<file path="src/hw/rtl/plist_pkg.sv">
// shared types and constants of the positional list engine
`default_nettype none
package plist_pkg;

   // default depth of the entry memory
   localparam int unsigned PLIST_CAPACITY = 64;

   // fixed field widths
   localparam int unsigned VALUE_W  = 32;
   localparam int unsigned COUNT_W  = 7;
   localparam int unsigned FUNC_W   = 3;
   localparam int unsigned STATUS_W = 2;

   // request function codes
   localparam logic [FUNC_W-1:0] FUNC_INS_FIRST = 3'd0;
   localparam logic [FUNC_W-1:0] FUNC_INS_LAST  = 3'd1;
   localparam logic [FUNC_W-1:0] FUNC_INS_AT    = 3'd2;
   localparam logic [FUNC_W-1:0] FUNC_DEL_FIRST = 3'd3;
   localparam logic [FUNC_W-1:0] FUNC_DEL_LAST  = 3'd4;
   localparam logic [FUNC_W-1:0] FUNC_DEL_AT    = 3'd5;
   localparam logic [FUNC_W-1:0] FUNC_COUNT     = 3'd6;
   localparam logic [FUNC_W-1:0] FUNC_WALK      = 3'd7;

   // response status codes
   localparam logic [STATUS_W-1:0] STAT_DONE = 2'd0;
   localparam logic [STATUS_W-1:0] STAT_BAD  = 2'd1;
   localparam logic [STATUS_W-1:0] STAT_FULL = 2'd2;

   // sequencer states
   typedef enum logic [2:0] {
      ST_IDLE,
      ST_SHIFT,
      ST_SHIFT_LAST,
      ST_PUT,
      ST_RESP,
      ST_WALK_RD,
      ST_WALK_OUT
   } plist_state_type;

endpackage
`default_nettype wire

</file>
<file path="src/hw/rtl/plist_mem.sv">
// entry memory: one write port, one read port with registered read data
`default_nettype none
module plist_mem #(
   parameter int unsigned DEPTH = plist_pkg::PLIST_CAPACITY,
   parameter int unsigned AW    = $clog2(DEPTH)
) (
   input  wire logic                         clock,
   input  wire logic                         wr_en,
   input  wire logic [AW-1:0]                wr_addr,
   input  wire logic [plist_pkg::VALUE_W-1:0] wr_data,
   input  wire logic                         rd_en,
   input  wire logic [AW-1:0]                rd_addr,
   output logic      [plist_pkg::VALUE_W-1:0] rd_data
);
   import plist_pkg::*;

   logic [VALUE_W-1:0] mem_ff [DEPTH];
   logic [VALUE_W-1:0] rd_data_ff;

   // write port
   always_ff @(posedge clock) begin
      if (wr_en) begin
         mem_ff[wr_addr] <= wr_data;
      end
   end

   // read port, data held until the next read
   always_ff @(posedge clock) begin
      if (rd_en) begin
         rd_data_ff <= mem_ff[rd_addr];
      end
   end

   assign rd_data = rd_data_ff;

endmodule
`default_nettype wire

</file>
<file path="src/hw/rtl/positional_list_engine_core.sv">
// Positional list engine: an ordered list of signed 32-bit values held packed in one
// single-port-per-direction memory. Each request on the req_ channel carries one
// function: insert first/last/at position, delete first/last/at position, count or
// walk. Every function but walk answers with one response on the rsp_ channel; a walk
// answers with one response per entry in list order, the final one marked by rsp_last
// (an empty list gives one response with no value).
// Count, rejected operations, insert last and delete last answer without moving
// entries. An insert or delete that moves entries shifts them one entry per cycle
// in a read-then-write pass over the memory. A walk reads and outputs each entry in
// turn, one memory read and one output load per entry, waiting on a stalled receiver.
// One request is worked on at a time; the next is taken once the response of the
// previous one sits in the output register, even while the receiver stalls.
// A stalled receiver holds the output register and the sequencer waits in front of it.
// Reset empties the list at once; memory contents need no clearing.
`default_nettype none
module positional_list_engine_core #(
   parameter int unsigned CAPACITY = plist_pkg::PLIST_CAPACITY
) (
   input  wire logic                          clock,
   input  wire logic                          reset,
   input  wire logic                          req_valid,
   output logic                               req_ready,
   input  wire logic [plist_pkg::FUNC_W-1:0]  req_func,
   input  wire logic signed [plist_pkg::VALUE_W-1:0] req_item_value,
   input  wire logic [plist_pkg::COUNT_W-1:0] req_position,
   output logic                               rsp_valid,
   input  wire logic                          rsp_ready,
   output logic signed [plist_pkg::VALUE_W-1:0] rsp_out_value,
   output logic                               rsp_has_value,
   output logic      [plist_pkg::COUNT_W-1:0] rsp_entry_count,
   output logic      [plist_pkg::STATUS_W-1:0] rsp_status,
   output logic                               rsp_last
);
   import plist_pkg::*;

   localparam int unsigned AW = $clog2(CAPACITY);
   localparam logic [COUNT_W-1:0] CAP_COUNT = COUNT_W'(CAPACITY);

   // sequencer and datapath registers
   plist_state_type      state_ff, state_in;
   logic [COUNT_W-1:0]   count_ff, count_in;
   logic                 op_ins_ff, op_ins_in;
   logic [AW-1:0]        rd_idx_ff, rd_idx_in;
   logic [AW-1:0]        stop_ff, stop_in;
   logic [AW-1:0]        put_idx_ff, put_idx_in;
   logic [VALUE_W-1:0]   value_ff, value_in;
   logic [STATUS_W-1:0]  status_ff, status_in;
   logic                 pend_ff, pend_in;
   logic [AW-1:0]        wr_addr_ff, wr_addr_in;

   // output register
   logic                 rsp_valid_ff;
   logic [VALUE_W-1:0]   rsp_value_ff;
   logic                 rsp_has_ff;
   logic [COUNT_W-1:0]   rsp_count_ff;
   logic [STATUS_W-1:0]  rsp_status_ff;
   logic                 rsp_last_ff;

   // memory port signals
   logic                 mem_wr_en;
   logic [AW-1:0]        mem_wr_addr;
   logic [VALUE_W-1:0]   mem_wr_data;
   logic                 mem_rd_en;
   logic [VALUE_W-1:0]   mem_rd_data;

   // output load controls
   logic                 out_free;
   logic                 rsp_load;
   logic [VALUE_W-1:0]   rsp_load_value;
   logic                 rsp_load_has;
   logic                 rsp_load_last;

   // request decode results
   plist_state_type      d_state;
   logic [COUNT_W-1:0]   d_count;
   logic                 d_ins;
   logic [AW-1:0]        d_rd_start;
   logic [AW-1:0]        d_stop;
   logic [AW-1:0]        d_put;
   logic [STATUS_W-1:0]  d_status;
   logic [COUNT_W-1:0]   idx7;
   logic [COUNT_W-1:0]   idx7_next;
   logic [COUNT_W-1:0]   count_m1;
   logic                 ins_pos_ok;
   logic                 del_pos_ok;
   logic                 list_full;
   logic                 req_take;
   logic                 walk_end;

   plist_mem #(
      .DEPTH (CAPACITY),
      .AW    (AW)
   ) u_mem (
      .clock   (clock),
      .wr_en   (mem_wr_en),
      .wr_addr (mem_wr_addr),
      .wr_data (mem_wr_data),
      .rd_en   (mem_rd_en),
      .rd_addr (rd_idx_ff),
      .rd_data (mem_rd_data)
   );

   assign req_ready = (state_ff == ST_IDLE);
   assign req_take  = req_valid && req_ready;
   assign out_free  = !rsp_valid_ff || rsp_ready;
   assign walk_end  = (rd_idx_ff == stop_ff);

   // position checks
   assign count_m1   = count_ff - COUNT_W'(1);
   assign list_full  = (count_ff == CAP_COUNT);
   assign ins_pos_ok = (req_position != '0)
                       && ({1'b0, req_position} <= ({1'b0, count_ff} + 8'd1));
   assign del_pos_ok = (req_position != '0) && (req_position <= count_ff);
   assign idx7_next  = idx7 + COUNT_W'(1);

   // request decode
   always_comb begin
      d_state    = ST_RESP;
      d_count    = count_ff;
      d_ins      = 1'b0;
      d_rd_start = '0;
      d_stop     = '0;
      d_put      = '0;
      d_status   = STAT_DONE;
      idx7       = '0;
      unique case (req_func) inside
         FUNC_INS_FIRST, FUNC_INS_LAST, FUNC_INS_AT: begin
            if (req_func == FUNC_INS_FIRST) begin
               idx7 = '0;
            end else if (req_func == FUNC_INS_LAST) begin
               idx7 = count_ff;
            end else begin
               idx7 = req_position - COUNT_W'(1);
            end
            if (req_func == FUNC_INS_AT && !ins_pos_ok) begin
               d_status = STAT_BAD;
            end else if (list_full) begin
               d_status = STAT_FULL;
            end else begin
               d_count    = count_ff + COUNT_W'(1);
               d_ins      = 1'b1;
               d_put      = idx7[AW-1:0];
               d_rd_start = count_m1[AW-1:0];
               d_stop     = idx7[AW-1:0];
               d_state    = (idx7 < count_ff) ? ST_SHIFT : ST_PUT;
            end
         end
         FUNC_DEL_FIRST, FUNC_DEL_LAST, FUNC_DEL_AT: begin
            if (req_func == FUNC_DEL_FIRST) begin
               idx7 = '0;
            end else if (req_func == FUNC_DEL_LAST) begin
               idx7 = count_m1;
            end else begin
               idx7 = req_position - COUNT_W'(1);
            end
            if (count_ff == '0 || (req_func == FUNC_DEL_AT && !del_pos_ok)) begin
               d_status = STAT_BAD;
            end else begin
               d_count    = count_m1;
               d_rd_start = idx7_next[AW-1:0];
               d_stop     = count_m1[AW-1:0];
               d_state    = (idx7 < count_m1) ? ST_SHIFT : ST_RESP;
            end
         end
         FUNC_COUNT: begin
            d_state = ST_RESP;
         end
         default: begin
            // walk
            d_rd_start = '0;
            d_stop     = count_m1[AW-1:0];
            d_state    = (count_ff == '0) ? ST_RESP : ST_WALK_RD;
         end
      endcase
   end

   // next state
   always_comb begin
      state_in = state_ff;
      unique case (state_ff)
         ST_IDLE: begin
            if (req_take) begin
               state_in = d_state;
            end
         end
         ST_SHIFT: begin
            if (walk_end) begin
               state_in = ST_SHIFT_LAST;
            end
         end
         ST_SHIFT_LAST: begin
            state_in = op_ins_ff ? ST_PUT : ST_RESP;
         end
         ST_PUT: begin
            state_in = ST_RESP;
         end
         ST_RESP: begin
            if (out_free) begin
               state_in = ST_IDLE;
            end
         end
         ST_WALK_RD: begin
            state_in = ST_WALK_OUT;
         end
         ST_WALK_OUT: begin
            if (out_free) begin
               state_in = walk_end ? ST_IDLE : ST_WALK_RD;
            end
         end
         default: begin
            state_in = ST_IDLE;
         end
      endcase
   end

   // sequencer outputs: memory port and output load
   always_comb begin
      mem_wr_en      = 1'b0;
      mem_wr_addr    = wr_addr_ff;
      mem_wr_data    = mem_rd_data;
      mem_rd_en      = 1'b0;
      rsp_load       = 1'b0;
      rsp_load_value = '0;
      rsp_load_has   = 1'b0;
      rsp_load_last  = 1'b1;
      unique case (state_ff)
         ST_SHIFT: begin
            mem_rd_en = 1'b1;
            mem_wr_en = pend_ff;
         end
         ST_SHIFT_LAST: begin
            mem_wr_en = 1'b1;
         end
         ST_PUT: begin
            mem_wr_en   = 1'b1;
            mem_wr_addr = put_idx_ff;
            mem_wr_data = value_ff;
         end
         ST_RESP: begin
            rsp_load = out_free;
         end
         ST_WALK_RD: begin
            mem_rd_en = 1'b1;
         end
         ST_WALK_OUT: begin
            rsp_load       = out_free;
            rsp_load_value = mem_rd_data;
            rsp_load_has   = 1'b1;
            rsp_load_last  = walk_end;
         end
         default: begin
            mem_rd_en = 1'b0;
         end
      endcase
   end

   // datapath next values
   always_comb begin
      count_in   = count_ff;
      op_ins_in  = op_ins_ff;
      rd_idx_in  = rd_idx_ff;
      stop_in    = stop_ff;
      put_idx_in = put_idx_ff;
      value_in   = value_ff;
      status_in  = status_ff;
      pend_in    = 1'b0;
      wr_addr_in = wr_addr_ff;
      case (state_ff)
         ST_IDLE: begin
            if (req_take) begin
               count_in   = d_count;
               op_ins_in  = d_ins;
               rd_idx_in  = d_rd_start;
               stop_in    = d_stop;
               put_idx_in = d_put;
               value_in   = req_item_value;
               status_in  = d_status;
            end
         end
         ST_SHIFT: begin
            // entry read now is written one place up (insert) or down (delete) in the next cycle
            pend_in = 1'b1;
            if (op_ins_ff) begin
               wr_addr_in = rd_idx_ff + AW'(1);
               rd_idx_in  = rd_idx_ff - AW'(1);
            end else begin
               wr_addr_in = rd_idx_ff - AW'(1);
               rd_idx_in  = rd_idx_ff + AW'(1);
            end
         end
         ST_WALK_OUT: begin
            if (out_free) begin
               rd_idx_in = rd_idx_ff + AW'(1);
            end
         end
         default: begin
            pend_in = 1'b0;
         end
      endcase
   end

   // control registers
   always_ff @(posedge clock) begin
      if (reset) begin
         state_ff <= ST_IDLE;
         count_ff <= '0;
         pend_ff  <= 1'b0;
      end else begin
         state_ff <= state_in;
         count_ff <= count_in;
         pend_ff  <= pend_in;
      end
   end

   // payload registers
   always_ff @(posedge clock) begin
      op_ins_ff  <= op_ins_in;
      rd_idx_ff  <= rd_idx_in;
      stop_ff    <= stop_in;
      put_idx_ff <= put_idx_in;
      value_ff   <= value_in;
      status_ff  <= status_in;
      wr_addr_ff <= wr_addr_in;
   end

   // output register
   always_ff @(posedge clock) begin
      if (reset) begin
         rsp_valid_ff <= 1'b0;
      end else if (rsp_load) begin
         rsp_valid_ff <= 1'b1;
      end else if (rsp_ready) begin
         rsp_valid_ff <= 1'b0;
      end
   end

   always_ff @(posedge clock) begin
      if (rsp_load) begin
         rsp_value_ff  <= rsp_load_value;
         rsp_has_ff    <= rsp_load_has;
         rsp_count_ff  <= count_ff;
         rsp_status_ff <= rsp_load_has ? STAT_DONE : status_ff;
         rsp_last_ff   <= rsp_load_last;
      end
   end

   assign rsp_valid       = rsp_valid_ff;
   assign rsp_out_value   = rsp_value_ff;
   assign rsp_has_value   = rsp_has_ff;
   assign rsp_entry_count = rsp_count_ff;
   assign rsp_status      = rsp_status_ff;
   assign rsp_last        = rsp_last_ff;

endmodule
`default_nettype wire
</file>
<file path="config.mk">
export PLATFORM = sky130hd
export DESIGN_NAME = positional_list_engine_core
export DESIGN_NICKNAME = d
export VERILOG_FILES = /design/src/hw/rtl/plist_pkg.sv /design/src/hw/rtl/plist_mem.sv /design/src/hw/rtl/positional_list_engine_core.sv
export SDC_FILE = /design/constraint.sdc
export NUM_CORES = 2
export LEC_CHECK = 0
export ABC_AREA = 1
export BUFFER_PORTS_ARGS = -buffer_cell sky130_fd_sc_hd__buf_2
export CORE_MARGIN = 2
export CORE_UTILIZATION = 37
export DETAILED_ROUTE_END_ITERATION = 8
export SLEW_MARGIN = 20
export SYNTH_ARGS = -nofsm -noshare
export SYNTH_HDL_FRONTEND = slang
export SYNTH_SLANG_ARGS = --single-unit
</file>
<file path="constraint.sdc">
create_clock -name clock -period 4.5 [get_ports clock]
set_input_delay 0.45 -clock clock [delete_from_list [all_inputs] [get_ports clock]]
set_output_delay 0.45 -clock clock [all_outputs]
set_load 0.01 [all_outputs]
</file>
==> results.json <==
{
  "synth_cells": 6730,
  "fin_skew_ns": 0.0303,
  "rsz0062_at_grt": "no",
  "wl_per_cell_microns": 26.0,
  "max_freq_mhz": 272,
  "drv_cap": 0,
  "synth_top_family_by_area": "compound AO/OA/AOI/OAI gates",
  "pre_cts_slack_ns": 0.964,
  "whs_ns": 0.258,
  "synth_seq_cells": 2194,
  "crit_path_max_fanout": 135,
  "worst_skew_pair.late_latency_ns": 0.87,
  "power.density_nw_per_um2": 670,
  "syn-num-nets": 6808,
  "synth_cell_type_count": 49,
  "overflow": 0,
  "synth.largest_area_cell": "edfxtp_1",
  "crit_start": "rd_idx_ff[0]",
  "die_y_microns": 490,
  "drt_iter0_markers": 8163,
  "final_layout_size_suffix_gt1_share_pct": 10.6,
  "p_leak_nw": 32.0,
  "async_reset_ff_share_pct": 0,
  "worst_pin_slew_ns": 1.13,
  "synth_top_area_share_pct": 75.0,
  "status": "completed",
  "worst_slack_ns": 0.822,
  "port_buffers": 90,
  "core_area_sq_um": 235000,
  "postCtsSetupBuffers": 0,
  "worst_ir_drop_vdd_mv": 0.617,
  "hold_class": "primary input to flip-flop",
  "syn-cell-area_sq_um": 87400,
  "min_from": "req_func[1]",
  "row_count": 178,
  "grt_pass1_vias": 54700,
  "grt_use_total_pct": 21.3,
  "h-tree-depth": 4,
  "grt_pass1_wl_microns": 380000,
  "dr.pass1.iters": 6,
  "clock-sinks": 2194,
  "cts.clk_slew.worst_paths_ns": 0.07,
  "synth_compound_area_share_pct": 12.7,
  "syn2layout_area_growth_pct": 14.5,
  "dp_hpwl_microns": 145000,
  "clockRootBuffer": "clkbuf_16",
  "io_pins": 91,
  "synthAdderAreaFrac_pct": 0.458,
  "cp-end-kind": "flip-flop",
  "drt-vias-per-instance": 5.70,
  "crit_top_cell": "o22ai_1",
  "cp-start-kind": "flip-flop",
  "total_power_mw": 67.1,
  "fillers": 21200,
  "ys_warn_count": 0,
  "fin_crit_sh_pct": 81.7,
  "drc_errors": 0,
  "die-area_sq_um": 240000,
  "period_minus_slack_ns": 3.68,
  "cts_tree": "built",
  "antenna_left": 0,
  "postRouteWirelength_microns": 265000,
  "antenna_found_initial": 12,
  "maxSlewViolCount": 0,
  "vias": 58000,
  "slowest_delay_ns": 0.47,
  "hold_viol_final": 0,
  "maxSlewHeadroom_pct": 24.4,
  "synthTopCellsByArea": "edfxtp_1 (75%), o21ai_0 (6.9%), nor2_1 (6.0%)",
  "setup_viol": 0,
  "die_width_microns": 490,
  "cp.arrival_ns": 4.34,
  "numCtsBuffers": 209,
  "synthSimpleGateAreaFrac_pct": 8.49,
  "syn_avg_cell_area_sq_um": 13.0,
  "gp_congestion": 0.881,
  "crit_type": "flip-flop to flip-flop",
  "grt_max_degree": 175,
  "timing.rr.start": "rd_idx_ff[0]",
  "tns_ns": 0,
  "cp_data_required_time_ns": 5.16,
  "nets": 6927,
  "muxShareOfSynthArea_pct": 0,
  "synth-edff-count": 2182,
  "synth_xor_area_share_pct": 0.190,
  "yosysSeqAreaShare_pct": 75.2,
  "cts_max_path_buffers": 3,
  "cp_cell_sequence": "buf_12 > inv_16 > buf_4 > o21ai_0 > o22ai_1 > nor2_1 > o22ai_1 > or2_0 > o211ai_1 > o21ai_1",
  "critPathSlowestCell": "buf_4",
  "start_util_pct": 37.2,
  "yosys_most_used_dff": "edfxtp_1"
}
registers in the layout (all words and copies together), names as in the netlist, 3 cells and up:
signal and count:
u_mem.mem_ff 2048, rsp_out_value 32, u_mem.rd_data 32, value_ff 32, count_ff 7, rsp_entry_count 7
put_idx_ff 6, rd_idx_ff 6, stop_ff 6, wr_addr_ff 6, state_ff 3
critical path: cells and delay by family (launching register included):
| kind | cells | cell delay [ns] |
|---|---|---|
| flops | 1 | 0.46 |
| buf+inv | 3 | 1.07 |
| simple gates | 2 | 0.24 |
| compound gates | 5 | 1.57 |
synthesized netlist by cell type (all sizes together) (2+ instances only):
library cell and n:
edfxtp 2182, nor2 1394, o21ai 1284, o22ai 499, nand2 337, clkbuf 292
buf 167, inv 135, nand3 118, o221ai 75, a21oi 70, o211ai 47
ha 32, nand4 16, nor3 16, xor2 14, dfxtp 12, or2 9
o31ai 5, xnor2 5, a211oi 2, a21boi 2, a22oi 2, a31oi 2
clkinv 2, nand3b 2, o22a 2, o41ai 2
metal layers:
layer	vias up	wire (microns)	track usage (%)
li1	25300	-	-
met1	29300	108000	29.7
met2	2968	123000	33.7
met3	463	23500	3.18
met4	6	9940	8.18
met5	-	40	0
power breakdown:
group	internal (mW)	switching [mW]	total (mW)
Sequential	25.4	0.363	25.7
Clock	9.23	7.64	16.9
Combinational	6.29	18.2	24.5
Total	40.9	26.2	67.1
path summary, 6_finish.rpt:
check	end	slack (ns)	depth (start not counted)
worst max-delay path	u_mem.rd_data[15]	0.82	10
worst max register to register	u_mem.rd_data[15]	0.82	10
worst min register to register	rsp_status[0]	0.52	2
worst min-delay path	status_ff[1]	0.26	4
metrics by stage:
| step | std cells | utilization, % | instance area (sq um) |
|---|---|---|---|
| floorplan | 6730 | - | 87400 |
| global placement | 9738 | 39.5 | 92900 |
| detailed placement | 9748 | 39.6 | 93100 |
| CTS | 10200 | 42.5 | 99900 |
| global route | 10200 | 42.6 | 100000 |
| finish | 10200 | 42.6 | 100000 |
repair_timing:
action                                  4_1_cts  5_1_grt
endpoints found under the setup margin        0        0
gates resized for setup                       0        0
hold buffers                                 34        0
endpoints found under the hold margin        39        0
layout by cell type (no fill, tap or decap), types with 25 or more instances in the layout:
master	n
buf_12	42
buf_4	189
clkbuf_1	63
nand2_1	328
o21ai_1	88
a21oi_1	70
clkbuf_16	210
edfxtp_1	2182
dlygate4sd3_1	34
o221ai_1	75
o211ai_1	47
ha_1	32
nor2_4	70
o21ai_0	1163
nor2_1	1321
nand3_1	115
clkinv_1	50
o21ai_4	32
inv_1	121
o22ai_1	497
clkinv_2	25
buf_2	90
kinds of logic (layout without fill, tap and decap cells):
logic type	Yosys count	after routing
flops	2194	2194
compound gates	1995	1995
simple gates	1894	1894
buf+inv	596	881
fa+ha+maj	32	32
xor+xnor	19	19
other cells	0	6
final cells by class:
cell class | instances | area, sq um | share of cell area, %
Sequential cell | 2194 | 65800 | 65.7
Clock buffer | 273 | 5490 | 5.49
Multi-Input combinational cell | 3940 | 20000 | 20.0
Inverter | 137 | 551 | 0.550
Timing Repair Buffer | 367 | 3380 | 3.38
Clock inverter | 104 | 922 | 0.922
Tap cell | 3150 | 3940 | 3.94
Antenna cell | 6 | 15.0 | 0.0150
(Power assumes the default switching activity.)
